`src/hw/rtl/tsf_pkg.sv`:
```
// shared constants and types for the touch sample filter
package tsf_pkg;

	localparam int SAMPLE_W          = 12;
	localparam int SAMPLES_PER_BATCH = 5;
	localparam int SLOT_W            = $clog2(SAMPLES_PER_BATCH);
	localparam int SUM_W             = SAMPLE_W + 2;
	localparam int SCREEN_W          = 13;
	localparam int TRIES_W           = 8;
	localparam int CFG_IDX_W         = 3;
	localparam int CFG_DATA_W        = 13;

	// register indexes
	localparam logic [CFG_IDX_W-1:0] REG_JUMP_LIMIT      = 3'd0;
	localparam logic [CFG_IDX_W-1:0] REG_PRESS_THRESHOLD = 3'd1;
	localparam logic [CFG_IDX_W-1:0] REG_SCREEN_WIDTH    = 3'd2;
	localparam logic [CFG_IDX_W-1:0] REG_SCREEN_HEIGHT   = 3'd3;
	localparam logic [CFG_IDX_W-1:0] REG_RETRY_LIMIT     = 3'd4;

	// register reset values
	localparam logic [SAMPLE_W-1:0] JUMP_LIMIT_RST      = 12'd500;
	localparam logic [SAMPLE_W-1:0] PRESS_THRESHOLD_RST = 12'd30;
	localparam logic [SCREEN_W-1:0] SCREEN_WIDTH_RST    = 13'd800;
	localparam logic [SCREEN_W-1:0] SCREEN_HEIGHT_RST   = 13'd480;
	localparam logic [TRIES_W-1:0]  RETRY_LIMIT_RST     = 8'd100;

	// floor(s / 3) == (s * RECIP3) >> 16 for every sum of three samples
	localparam int RECIP_W  = 15;
	localparam int RECIP_SH = 16;
	localparam logic [RECIP_W-1:0] RECIP3 = 15'd21846;
	localparam int SCALE_SH = 12;

	// ring operations
	localparam logic [1:0] LANE_HOLD   = 2'd0;
	localparam logic [1:0] LANE_BUBBLE = 2'd1;
	localparam logic [1:0] LANE_ROTATE = 2'd2;

	typedef struct packed {
		logic              wr_en;
		logic [SLOT_W-1:0] wr_idx;
		logic [1:0]        op;
	} lane_ctrl_t;

endpackage

```
`src/hw/rtl/touch_sample_filter.sv`:
```
// touch sample filter top level: batch control, shared multiplier and result register
// Samples are taken one per cycle while the block is idle, into a batch of five. The fifth
// sample of a batch keeps the block busy with bubble passes through the single compare unit
// of each axis ring, then neighbour-step checks, the middle sums and the retry decision, the
// steps on the one shared multiplier (three divides by three, two screen scalings) and the
// load of the result register. A rejected batch returns to sampling after the retry
// decision and produces no result. A pending result does not block sampling; it only
// holds back the end of the next batch until it has been taken.
module touch_sample_filter (
	input  logic                             clk,
	input  logic                             arst_n,
	input  logic                             cfg_wr_en,
	input  logic [tsf_pkg::CFG_IDX_W-1:0]    cfg_index,
	input  logic [tsf_pkg::CFG_DATA_W-1:0]   cfg_data,
	input  logic                             in_valid,
	output logic                             in_ready,
	input  logic [tsf_pkg::SAMPLE_W-1:0]     sample_x,
	input  logic [tsf_pkg::SAMPLE_W-1:0]     sample_y,
	input  logic [tsf_pkg::SAMPLE_W-1:0]     sample_pressure,
	output logic                             out_valid,
	input  logic                             out_ready,
	output logic                             pressed,
	output logic [tsf_pkg::SCREEN_W-1:0]     point_x,
	output logic [tsf_pkg::SAMPLE_W-1:0]     point_y,
	output logic                             press_event,
	output logic                             gave_up
);
	import tsf_pkg::*;

	localparam logic [2:0] ST_IDLE   = 3'd0;
	localparam logic [2:0] ST_SORT   = 3'd1;
	localparam logic [2:0] ST_CHECK  = 3'd2;
	localparam logic [2:0] ST_SUM    = 3'd3;
	localparam logic [2:0] ST_MUL    = 3'd4;
	localparam logic [2:0] ST_FINISH = 3'd5;

	localparam logic [SLOT_W-1:0] LAST_SLOT = SLOT_W'(SAMPLES_PER_BATCH - 1);
	localparam logic [1:0]        LAST_PASS = 2'(SAMPLES_PER_BATCH - 2);

	// multiplier steps
	localparam logic [SLOT_W-1:0] MUL_AVG_X   = 3'd0;
	localparam logic [SLOT_W-1:0] MUL_AVG_Y   = 3'd1;
	localparam logic [SLOT_W-1:0] MUL_AVG_Z   = 3'd2;
	localparam logic [SLOT_W-1:0] MUL_SCALE_X = 3'd3;
	localparam logic [SLOT_W-1:0] MUL_SCALE_Y = 3'd4;

	localparam int MUL_A_W = SUM_W;
	localparam int MUL_B_W = RECIP_W;
	localparam int PROD_W  = MUL_A_W + MUL_B_W;

	logic [2:0]          state_q;
	logic [SLOT_W-1:0]   fill_q;
	logic [SLOT_W-1:0]   step_q;
	logic [1:0]          pass_q;
	logic                unstable_q;
	logic                give_up_q;
	logic [TRIES_W-1:0]  tries_q;
	logic [TRIES_W-1:0]  tries_next;

	logic [SAMPLE_W-1:0] jump_limit_q;
	logic [SAMPLE_W-1:0] press_threshold_q;
	logic [SCREEN_W-1:0] screen_width_q;
	logic [SCREEN_W-1:0] screen_height_q;
	logic [TRIES_W-1:0]  retry_limit_q;

	lane_ctrl_t          lane_ctrl;
	logic                in_fire;
	logic [SAMPLE_W-1:0] gap_x;
	logic [SAMPLE_W-1:0] gap_y;
	logic [SUM_W-1:0]    mid_x;
	logic [SUM_W-1:0]    mid_y;
	logic [SUM_W-1:0]    mid_z;

	logic [SUM_W-1:0]    sum_x_q;
	logic [SUM_W-1:0]    sum_y_q;
	logic [SUM_W-1:0]    sum_z_q;
	logic [SAMPLE_W-1:0] avg_x_q;
	logic [SAMPLE_W-1:0] avg_y_q;
	logic [SAMPLE_W-1:0] avg_z_q;
	logic [SCREEN_W-1:0] scaled_x_q;
	logic [SCREEN_W-1:0] scaled_y_q;

	logic [MUL_A_W-1:0]  mul_a;
	logic [MUL_B_W-1:0]  mul_b;
	logic [PROD_W-1:0]   prod;

	logic                out_valid_q;
	logic                pressed_q;
	logic                press_event_q;
	logic                gave_up_q;
	logic [SCREEN_W-1:0] held_x_q;
	logic [SAMPLE_W-1:0] held_y_q;
	logic                was_pressed_q;
	logic                press_now;
	logic [SCREEN_W-1:0] px_now;
	logic [SAMPLE_W-1:0] py_now;
	logic                out_free;

	assign in_ready   = state_q == ST_IDLE;
	assign in_fire    = in_valid && in_ready;
	assign tries_next = tries_q + TRIES_W'(1);

	always_comb begin
		lane_ctrl.wr_en  = in_fire;
		lane_ctrl.wr_idx = fill_q;
		unique case (state_q)
			ST_SORT:  lane_ctrl.op = (step_q == LAST_SLOT) ? LANE_ROTATE : LANE_BUBBLE;
			ST_CHECK: lane_ctrl.op = LANE_ROTATE;
			default:  lane_ctrl.op = LANE_HOLD;
		endcase
	end

	tsf_lane u_lane_x (
		.clk     (clk),
		.ctrl    (lane_ctrl),
		.wr_data (sample_x),
		.gap     (gap_x),
		.mid_sum (mid_x)
	);

	tsf_lane u_lane_y (
		.clk     (clk),
		.ctrl    (lane_ctrl),
		.wr_data (sample_y),
		.gap     (gap_y),
		.mid_sum (mid_y)
	);

	tsf_lane u_lane_z (
		.clk     (clk),
		.ctrl    (lane_ctrl),
		.wr_data (sample_pressure),
		.gap     (),
		.mid_sum (mid_z)
	);

	// shared multiplier
	always_comb begin
		unique case (step_q)
			MUL_AVG_X: begin
				mul_a = sum_x_q;
				mul_b = RECIP3;
			end
			MUL_AVG_Y: begin
				mul_a = sum_y_q;
				mul_b = RECIP3;
			end
			MUL_AVG_Z: begin
				mul_a = sum_z_q;
				mul_b = RECIP3;
			end
			MUL_SCALE_X: begin
				mul_a = MUL_A_W'(avg_x_q);
				mul_b = MUL_B_W'(screen_width_q);
			end
			MUL_SCALE_Y: begin
				mul_a = MUL_A_W'(avg_y_q);
				mul_b = MUL_B_W'(screen_height_q);
			end
			default: begin
				mul_a = '0;
				mul_b = '0;
			end
		endcase
	end

	assign prod = PROD_W'(mul_a) * PROD_W'(mul_b);

	assign press_now = avg_z_q >= press_threshold_q;
	assign px_now    = screen_width_q - scaled_x_q;
	assign py_now    = scaled_y_q[SCREEN_W-1] ? '1 : scaled_y_q[SAMPLE_W-1:0];
	assign out_free  = !out_valid_q || out_ready;

	// configuration
	always_ff @(posedge clk or negedge arst_n) begin
		if (!arst_n) begin
			jump_limit_q      <= JUMP_LIMIT_RST;
			press_threshold_q <= PRESS_THRESHOLD_RST;
			screen_width_q    <= SCREEN_WIDTH_RST;
			screen_height_q   <= SCREEN_HEIGHT_RST;
			retry_limit_q     <= RETRY_LIMIT_RST;
		end else if (cfg_wr_en) begin
			unique case (cfg_index)
				REG_JUMP_LIMIT:      jump_limit_q      <= cfg_data[SAMPLE_W-1:0];
				REG_PRESS_THRESHOLD: press_threshold_q <= cfg_data[SAMPLE_W-1:0];
				REG_SCREEN_WIDTH:    screen_width_q    <= cfg_data[SCREEN_W-1:0];
				REG_SCREEN_HEIGHT:   screen_height_q   <= cfg_data[SCREEN_W-1:0];
				REG_RETRY_LIMIT:     retry_limit_q     <= cfg_data[TRIES_W-1:0];
				default: begin
				end
			endcase
		end
	end

	// sequencer
	always_ff @(posedge clk or negedge arst_n) begin
		if (!arst_n) begin
			state_q       <= ST_IDLE;
			fill_q        <= '0;
			step_q        <= '0;
			pass_q        <= '0;
			unstable_q    <= 1'b0;
			give_up_q     <= 1'b0;
			tries_q       <= '0;
			out_valid_q   <= 1'b0;
			pressed_q     <= 1'b0;
			press_event_q <= 1'b0;
			gave_up_q     <= 1'b0;
			held_x_q      <= '0;
			held_y_q      <= '0;
			was_pressed_q <= 1'b0;
		end else begin
			if (state_q == ST_FINISH && out_free) begin
				out_valid_q <= 1'b1;
			end else if (out_valid_q && out_ready) begin
				out_valid_q <= 1'b0;
			end
			unique case (state_q)
				ST_IDLE: begin
					if (in_fire) begin
						if (fill_q == LAST_SLOT) begin
							fill_q     <= '0;
							step_q     <= '0;
							pass_q     <= '0;
							unstable_q <= 1'b0;
							state_q    <= ST_SORT;
						end else begin
							fill_q <= fill_q + SLOT_W'(1);
						end
					end
				end
				ST_SORT: begin
					if (step_q == LAST_SLOT) begin
						step_q <= '0;
						if (pass_q == LAST_PASS) begin
							state_q <= ST_CHECK;
						end else begin
							pass_q <= pass_q + 2'd1;
						end
					end else begin
						step_q <= step_q + SLOT_W'(1);
					end
				end
				ST_CHECK: begin
					if (step_q == LAST_SLOT) begin
						step_q  <= '0;
						state_q <= ST_SUM;
					end else begin
						if (gap_x > jump_limit_q || gap_y > jump_limit_q) begin
							unstable_q <= 1'b1;
						end
						step_q <= step_q + SLOT_W'(1);
					end
				end
				ST_SUM: begin
					if (unstable_q && tries_next < retry_limit_q) begin
						tries_q <= tries_next;
						state_q <= ST_IDLE;
					end else begin
						tries_q   <= '0;
						give_up_q <= unstable_q;
						step_q    <= MUL_AVG_X;
						state_q   <= ST_MUL;
					end
				end
				ST_MUL: begin
					if (step_q == MUL_SCALE_Y) begin
						step_q  <= '0;
						state_q <= ST_FINISH;
					end else begin
						step_q <= step_q + SLOT_W'(1);
					end
				end
				ST_FINISH: begin
					if (out_free) begin
						pressed_q     <= press_now;
						press_event_q <= press_now && !was_pressed_q;
						gave_up_q     <= give_up_q;
						was_pressed_q <= press_now;
						if (press_now) begin
							held_x_q <= px_now;
							held_y_q <= py_now;
						end
						state_q <= ST_IDLE;
					end
				end
				default: begin
					state_q <= ST_IDLE;
				end
			endcase
		end
	end

	// arithmetic datapath
	always_ff @(posedge clk) begin
		if (state_q == ST_SUM) begin
			sum_x_q <= mid_x;
			sum_y_q <= mid_y;
			sum_z_q <= mid_z;
		end
		if (state_q == ST_MUL) begin
			unique case (step_q)
				MUL_AVG_X:   avg_x_q    <= prod[RECIP_SH +: SAMPLE_W];
				MUL_AVG_Y:   avg_y_q    <= prod[RECIP_SH +: SAMPLE_W];
				MUL_AVG_Z:   avg_z_q    <= prod[RECIP_SH +: SAMPLE_W];
				MUL_SCALE_X: scaled_x_q <= prod[SCALE_SH +: SCREEN_W];
				MUL_SCALE_Y: scaled_y_q <= prod[SCALE_SH +: SCREEN_W];
				default: begin
				end
			endcase
		end
	end

	assign out_valid   = out_valid_q;
	assign pressed     = pressed_q;
	assign point_x     = held_x_q;
	assign point_y     = held_y_q;
	assign press_event = press_event_q;
	assign gave_up     = gave_up_q;

endmodule

```
`src/hw/rtl/tsf_lane.sv`:
```
// five-entry sample ring of one axis with a single compare-exchange unit
module tsf_lane (
	input  logic                           clk,
	input  tsf_pkg::lane_ctrl_t            ctrl,
	input  logic [tsf_pkg::SAMPLE_W-1:0]   wr_data,
	output logic [tsf_pkg::SAMPLE_W-1:0]   gap,
	output logic [tsf_pkg::SUM_W-1:0]      mid_sum
);
	import tsf_pkg::*;

	logic [SAMPLE_W-1:0] ring_q [SAMPLES_PER_BATCH];
	logic [SAMPLE_W-1:0] hi;
	logic [SAMPLE_W-1:0] lo;
	logic                swap;

	assign swap = ring_q[0] > ring_q[1];
	assign hi   = swap ? ring_q[0] : ring_q[1];
	assign lo   = swap ? ring_q[1] : ring_q[0];

	// on a bubble step the larger value travels on at the head, smaller one drops to the tail
	always_ff @(posedge clk) begin
		if (ctrl.wr_en) begin
			ring_q[ctrl.wr_idx] <= wr_data;
		end else begin
			unique case (ctrl.op)
				LANE_BUBBLE: begin
					ring_q[0] <= hi;
					for (int i = 1; i < SAMPLES_PER_BATCH - 1; i++) begin
						ring_q[i] <= ring_q[i+1];
					end
					ring_q[SAMPLES_PER_BATCH-1] <= lo;
				end
				LANE_ROTATE: begin
					for (int i = 0; i < SAMPLES_PER_BATCH - 1; i++) begin
						ring_q[i] <= ring_q[i+1];
					end
					ring_q[SAMPLES_PER_BATCH-1] <= ring_q[0];
				end
				default: begin
				end
			endcase
		end
	end

	assign gap     = ring_q[1] - ring_q[0];
	assign mid_sum = SUM_W'(ring_q[1]) + SUM_W'(ring_q[2]) + SUM_W'(ring_q[3]);

endmodule

```
`config.mk`:
```
export PLATFORM = sky130hd
export DESIGN_NAME = touch_sample_filter
export DESIGN_NICKNAME = d
export VERILOG_FILES = /design/src/hw/rtl/tsf_pkg.sv /design/src/hw/rtl/touch_sample_filter.sv /design/src/hw/rtl/tsf_lane.sv
export SDC_FILE = /design/constraint.sdc
export NUM_CORES = 1
export LEC_CHECK = 0
export BUFFER_PORTS_ARGS = -buffer_cell sky130_fd_sc_hd__buf_4
export CAP_MARGIN = 20
export CELL_PAD_IN_SITES_DETAIL_PLACEMENT = 1
export CELL_PAD_IN_SITES_GLOBAL_PLACEMENT = 1
export CORE_MARGIN = 10
export CORE_UTILIZATION = 51
export DETAILED_ROUTE_END_ITERATION = 6
export GPL_TIMING_DRIVEN = 0
export PLACE_DENSITY_LB_ADDON = 0.15
export SETUP_SLACK_MARGIN = 0.05
export SYNTH_ARGS = -nofsm -noshare
export SYNTH_HDL_FRONTEND = slang
export SYNTH_SLANG_ARGS = --single-unit
```
`constraint.sdc`:
```
create_clock -name clk -period 10.1 [get_ports clk]
set_input_delay 2.02 -clock clk [delete_from_list [all_inputs] [get_ports clk]]
set_output_delay 2.02 -clock clk [all_outputs]
set_load 0.1 [all_outputs]
```
==> metrics.csv, run 1 <==
stage,metric,value,unit
status,outcome,"finished, violations left",
status,violations,design-rule violations,
cells_and_area,final_core_util,57.86,%
placed_design,preCtsSetupSlack,0.9410,ns
detailed_routing,wl,86.58,mm
placed_design,port_buffers,86,
placed_design,place_congestion,0.9419,
critical_path,worstPathArrival,9.58,ns
floorplan,die_w,251.6,µm
sta,finalHoldViolCount,0,
floorplan,start_util,51.76,%
floorplan,num_io_pins,87,
sta,holdWs,0.4926,ns
logic_synthesis,synthArstFlopShare,27.55,%
min_path,min_path_type,reg2reg,
logic_synthesis,synth_compound_area_share,11.44,%
clock_tree,clock_latency,0.59,ns
critical_path,cp.required,10.34,ns
logic_synthesis,synth_ff_type,edfxtp_1,
critical_path,cp-end-kind,register,
detailed_routing,drt-initial-drc-count,1648,
logic_synthesis,postSynthAreaPerCell,10.26,µm²
clock_tree,path_clk_slew,0.06,ns
clock_tree,post_cts_buffers,0,
global_routing,gr-total-overflow,0,
cells_and_area,area_growth,11.80,%
cells_and_area,multi_input_area,14810,µm²
floorplan,core,52870,µm²
cells_and_area,final_cell_mix,"nand2_1, edfxtp_1, inv_1",
detailed_routing,antenna_left,0,
job,max-cap-violations,0,
critical_path,cp_slowest_stage_delay,0.94,ns
sta,setup-tns-final,0,ns
sta,slew_viol_final,0,
placed_design,hpwlAfterDp,66.34,mm
clock_tree,cts-buffers-inserted,44,
global_routing,grt_pass1_vias,22895,
logic_synthesis,synth-edff-count,284,
critical_path,crit_path_start_kind,register,
detailed_routing,via_count,20806,
global_routing,grt_max_degree,64,
sta,setup_viol,0,
cells_and_area,fill_cells,5816,
logic_synthesis,synth_area_leaders,"edfxtp_1, ha_1, fa_1",
sta,fin_crit,9.343,ns
sta,fin_worst_skew,0.02582,ns
detailed_routing,drc,4,
logic_synthesis,synth_top_area_share,31.17,%
cells_and_area,regArea,11260,µm²
floorplan,dieArea,63320,µm²
logic_synthesis,synth-adder-area-share,22.96,%
floorplan,rows,84,
sta,relSlewSlack,20.90,%
logic_synthesis,synthXorXnorAreaFrac,3.809,%
logic_synthesis,yosys.area_share.simple,12.61,%
detailed_routing,via_per_inst,5.886,
logic_synthesis,yosysUniqueCellTypes,69,
global_routing,antenna_found_initial,0,
sta,finalWorstSetupSlack,0.7566,ns
global_routing,grt_pass1_wl,134.0,mm
logic_synthesis,ys_ff_latch,392,
cells_and_area,n_antenna_cell,0,
sta,rsz0062_at_grt,no,
clock_tree,ctsHtreeMaxLevel,2,
detailed_routing,wire_per_inst,24.49,µm
clock_tree,cts-root-buf,clkbuf_16,
cells_and_area,mostFrequentLayoutCell,nand2_1,
logic_synthesis,synth.net_count,3138,
logic_synthesis,syn_area,27360,µm²
sta,fmax,107.0,MHz
logic_synthesis,synth_cells,2667,
logic_synthesis,synth_top_family_by_area,adder cells,
logic_synthesis,ys_warn_count,0,
critical_path,slowest_stage,a221oi_1,
cells_and_area,drive_gt1_share,9.238,%
critical_path,crit_type,reg2reg,
sta,fin_crit_sh,92.51,%
sta,tightest_slew,1.187,ns
clock_tree,clock_sinks,392,
clock_tree,tritoncts,done,
global_routing,grtUsageTotal,27.41,%
clock_tree,clockBufferDepth,3,
floorplan,fp.dieH,251.6,µm
logic_synthesis,ys_seq_area_share,41.14,%
detailed_routing,first_pass_iters,7,
logic_synthesis,muxShareOfSynthArea,3.151,%
cells_and_area,nets,3284,
clock_tree,cts_resized,0,
logic_synthesis,yosysTopAreaCell,edfxtp_1,
clock_tree,ctsHoldBuffers,0,
critical_path,crit_path_frequent_cell,fa_1,
critical_path,cp_max_fo,10,
==> flip-flops by register name, indices dropped and copies added (netlist names), 12 cells and up <==
register	cells
avg_z_q	12
point_x	13
avg_x_q	12
sum_z_q	14
scaled_y_q	13
scaled_x_q	13
u_lane_y.ring_q	60
sum_x_q	14
u_lane_x.ring_q	60
jump_limit_q	12
press_threshold_q	12
u_lane_z.ring_q	60
sum_y_q	14
avg_y_q	12
screen_width_q	13
screen_height_q	13
point_y	12
==> path summary, 6_finish.rpt <==
path	slack (ns)	depth (start not counted)	start	end
worst max-delay path	0.76	25	step_q[1]	avg_y_q[4]
worst min-delay path	0.49	1	was_pressed_q	press_event
worst max register to register	0.76	25	step_q[1]	avg_y_q[4]
worst min register to register	0.49	1	was_pressed_q	press_event
max in group asynchronous	7.86	2	arst_n	jump_limit_q[5]
min in group asynchronous	1.45	1	arst_n	point_y[8]
==> critical path, delay by kind of cell, from the launching register on <==
kind | cells | cell delay, ns
adders and majority gates | 8 | 3.61
DFF | 1 | 0.41
xor gates and xnor gates | 1 | 0.81
buffers and inverters | 4 | 0.67
and+or+nand+nor | 6 | 1.66
AOI/OAI and AO/OA | 6 | 1.83
==> metrics by stage <==
step                      std cells  instance area (µm²)
after floorplan                2667                27360
after global placement         3441                28870
after detailed placement       3454                29160
after CTS                      3534                30580
after global routing           3535                30590
final                          3535                30590
==> cells in the mapped netlist (all sizes together), types with 3 or more instances <==
master    n
or3       9
dfrtp    88
xor2     43
and2     18
o21a     17
nand4    11
o21bai   39
nor3b     4
a31o      5
nor3     21
dfstp    20
nand2   490
mux2     41
mux2i    40
a221oi    7
inv     274
edfxtp  284
xnor2    76
nand3    26
nor2b    19
a222oi   12
a211oi    4
o221ai    3
nand2b   19
a21oi   134
clkbuf   65
o21ai   141
a21o     58
nor2    170
ha      267
a31oi     9
buf      12
o211ai    3
or2      11
a221o     4
and3     17
o31ai     4
a21boi    3
a22oi    17
a22o     10
fa      147
==> metal layers <==
layer	up-vias	wire length, µm	track usage, %
li1	9405	-	-
met1	10639	35300	33.30
met2	577	44130	49.03
met3	185	3956	3.547
met4	0	3189	10.18
met5	-	0	0
==> area by class of cell <==
type                            instances  share of cell area [%]
Buffer                                 77                   1.018
Clock buffer                           56                   3.747
Clock inverter                         24                  0.8957
Inverter                              274                   3.362
Multi-Input combinational cell       1924                   48.42
Sequential cell                       392                   36.79
Tap cell                              688                   2.814
Timing Repair Buffer                  100                   2.949
==> cells by family after synthesis <==
family	after synthesis
AO/OA/AOI/OAI	488
adder cells (fa/ha/maj)	414
flip-flops	392
buffers and inverters	351
multiplexers	81
XOR/XNOR	119
AND/OR/NAND/NOR	822
Power of run 1 is not shown: default switching activity piles up to over one toggle a cycle in this logic, so the estimate is an artifact.
==> run 2, diff against run 1 <==
- SYNTH_HIERARCHICAL: unset -> 1
==> metrics.csv, run 2 <==
stage,metric,value,unit,change
critical_path,crit_type,reg2reg,,
placed_design,preCtsSetupSlack,-0.2553,ns,-1.196 ns
sta,fin_crit,9.499,ns,+0.1555 ns
logic_synthesis,syn_area,27350,µm²,about the same
global_routing,grt_max_degree,62,,-3.1%
job,max-cap-violations,0,,unchanged
logic_synthesis,synth_cells,2571,,-3.6%
critical_path,r2r_cells,32,,+28%
critical_path,cp_max_fo,10,,unchanged
clock_tree,tritoncts,done,,
cells_and_area,fill_cells,5728,,-1.5%
cells_and_area,area_growth,11.98,%,
clock_tree,cts-root-buf,clkbuf_16,,
cells_and_area,drive_gt1_share,12.73,%,+3.5 points
placed_design,place_congestion,0.9133,,-3.0%
clock_tree,clockBufferDepth,3,,unchanged
min_path,min_path_type,reg2reg,,
detailed_routing,wire_per_inst,24.17,µm,-1.3%
detailed_routing,first_pass_iters,7,,unchanged
sta,setup_viol,0,,unchanged
global_routing,grtUsageTotal,26.24,%,-1.2 points
clock_tree,ctsHtreeMaxLevel,2,,unchanged
clock_tree,clock_latency,0.59,ns,about the same
clock_tree,clock_sinks,392,,unchanged
sta,tightest_slew,1.271,ns,+0.08460 ns
critical_path,crit_path_frequent_cell,inv_1,,
floorplan,start_util,51.73,%,about the same
cells_and_area,final_cell_mix,"nand2_1, edfxtp_1, inv_1",,
min_path,hp-start,point_x[12],,
critical_path,cp.required,10.39,ns,+0.05 ns
sta,finalWorstSetupSlack,0.6011,ns,-0.1555 ns
cells_and_area,regArea,11260,µm²,unchanged
clock_tree,path_clk_slew,0.06,ns,about the same
status,outcome,finished clean,,
sta,slew_viol_final,0,,unchanged
cells_and_area,mostFrequentLayoutCell,nand2_1,,
sta,fin_crit_sh,94.05,%,+1.5 points
sta,relSlewSlack,15.26,%,-5.6 points
critical_path,r2r-end,avg_y_q[8],,
floorplan,dieArea,63280,µm²,about the same
critical_path,cp_slowest_stage_delay,0.56,ns,-0.38 ns
global_routing,antenna_found_initial,1,,+1
sta,finalHoldViolCount,0,,unchanged
sta,rsz0062_at_grt,no,,
sta,fin_worst_skew,0.03076,ns,+0.004937 ns
floorplan,num_io_pins,87,,unchanged
detailed_routing,wl,83.31,mm,-3.8%
detailed_routing,drt-initial-drc-count,1313,,-20%
floorplan,rows,84,,unchanged
detailed_routing,drc,0,,-4
floorplan,die_w,251.6,µm,about the same
critical_path,crit_path_start_kind,register,,
clock_tree,cts-buffers-inserted,45,,+2.3%
clock_tree,ctsHoldBuffers,0,,unchanged
min_path,holdPathStages,1,,unchanged
sta,fmax,105.3,MHz,-1.6%
floorplan,fp.dieH,251.6,µm,about the same
critical_path,reg2reg_from,step_q[2],,
cells_and_area,nets,3186,,-3.0%
critical_path,worstPathArrival,9.79,ns,+0.21 ns
cells_and_area,top_regs,"u_lane_x/ring_q x60, u_lane_y/ring_q x60, u_lane_z/ring_q x60",,
placed_design,port_buffers,86,,unchanged
logic_synthesis,postSynthAreaPerCell,10.64,µm²,+3.7%
critical_path,slowest_stage,fa_1,,
logic_synthesis,synth.net_count,3035,,-3.3%
critical_path,cp-end-kind,register,,
critical_path,rrSetupSlack,0.60,ns,-0.16 ns
detailed_routing,via_count,20361,,-2.1%
min_path,hold-path-endpoint,point_x[12],,
detailed_routing,antenna_left,0,,unchanged
logic_synthesis,ys_warn_count,6,,+6
detailed_routing,via_per_inst,5.909,,+0.39%
placed_design,hpwlAfterDp,63.64,mm,-4.1%
global_routing,gr-total-overflow,0,,unchanged
floorplan,core,52870,µm²,unchanged
cells_and_area,multi_input_area,14860,µm²,+0.31%
global_routing,grt_pass1_wl,129.7,mm,-3.2%
global_routing,grt_pass1_vias,22470,,-1.9%
clock_tree,post_cts_buffers,0,,unchanged
run 2: worst max path at each step:
stage,start,endpoint,slack (ns)
6_report,step_q[2],avg_y_q[8],0.60
5_1_grt,step_q[2],avg_x_q[8],0.13
4_1_cts,step_q[2],avg_z_q[11],0.09
3_5_place_dp,step_q[2],avg_z_q[2],-0.26
3_3_place_gp,step_q[2],avg_z_q[2],-0.03
2_1_floorplan,step_q[2],avg_x_q[8],1.97
run 2: metal layers:
| layer | global-route usage, % | vias up | part of all wire [%] |
|---|---|---|---|
| met5 | 0 | - | 0 |
| met4 | 9.003 | 0 | 3.5 |
| met3 | 2.632 | 185 | 3.6 |
| met2 | 48.22 | 484 | 52 |
| met1 | 31.59 | 10553 | 41 |
| li1 | - | 9139 | - |
run 2: per-stage QoR:
step           area, µm²  hold WS [ns]  setup TNS, ns  utilization [%]  std cells
4_1_cts            30530        0.4944              0            57.75       3441
3_5_place_dp       29080        0.4811         -6.098            55.01       3359
5_1_grt            30620        0.5165              0            57.92       3445
3_3_place_gp       28850        0.4649        -0.2986            54.58       3345
2_1_floorplan      27350        0.4692              0                -       2571
6_report           30620        0.4901              0            57.93       3446
run 2: cell type report:
class	count	area share (%)
diodes	1	0.008172
clock inverters	12	0.4208
plain buffers	76	1.258
repair buffers	104	2.737
well taps	688	2.811
clock buffers	70	4.114
multi-input cells	1828	48.52
flip-flops and latches	392	36.76
inverters	275	3.375
run 2: worst max-delay path, delay by kind of cell (launching register included):
family,cells,cell delay (ns)
buffers and inverters,14,2.50
DFF,1,0.32
xor gates and xnor gates,1,0.45
AOI/OAI and AO/OA,7,2.08
adders and majority gates,8,3.63
and+or+nand+nor,2,0.21
run 2: timing repair:
| item | 4_1_cts | 5_1_grt |
|---|---|---|
| endpoints found under the setup margin | 33 | 54 |
| gates resized for setup | 9 | 15 |
| endpoints found under the hold margin | 0 | 0 |
| pin swaps | 0 | 1 |
Power of run 2 is left out for the same reason.
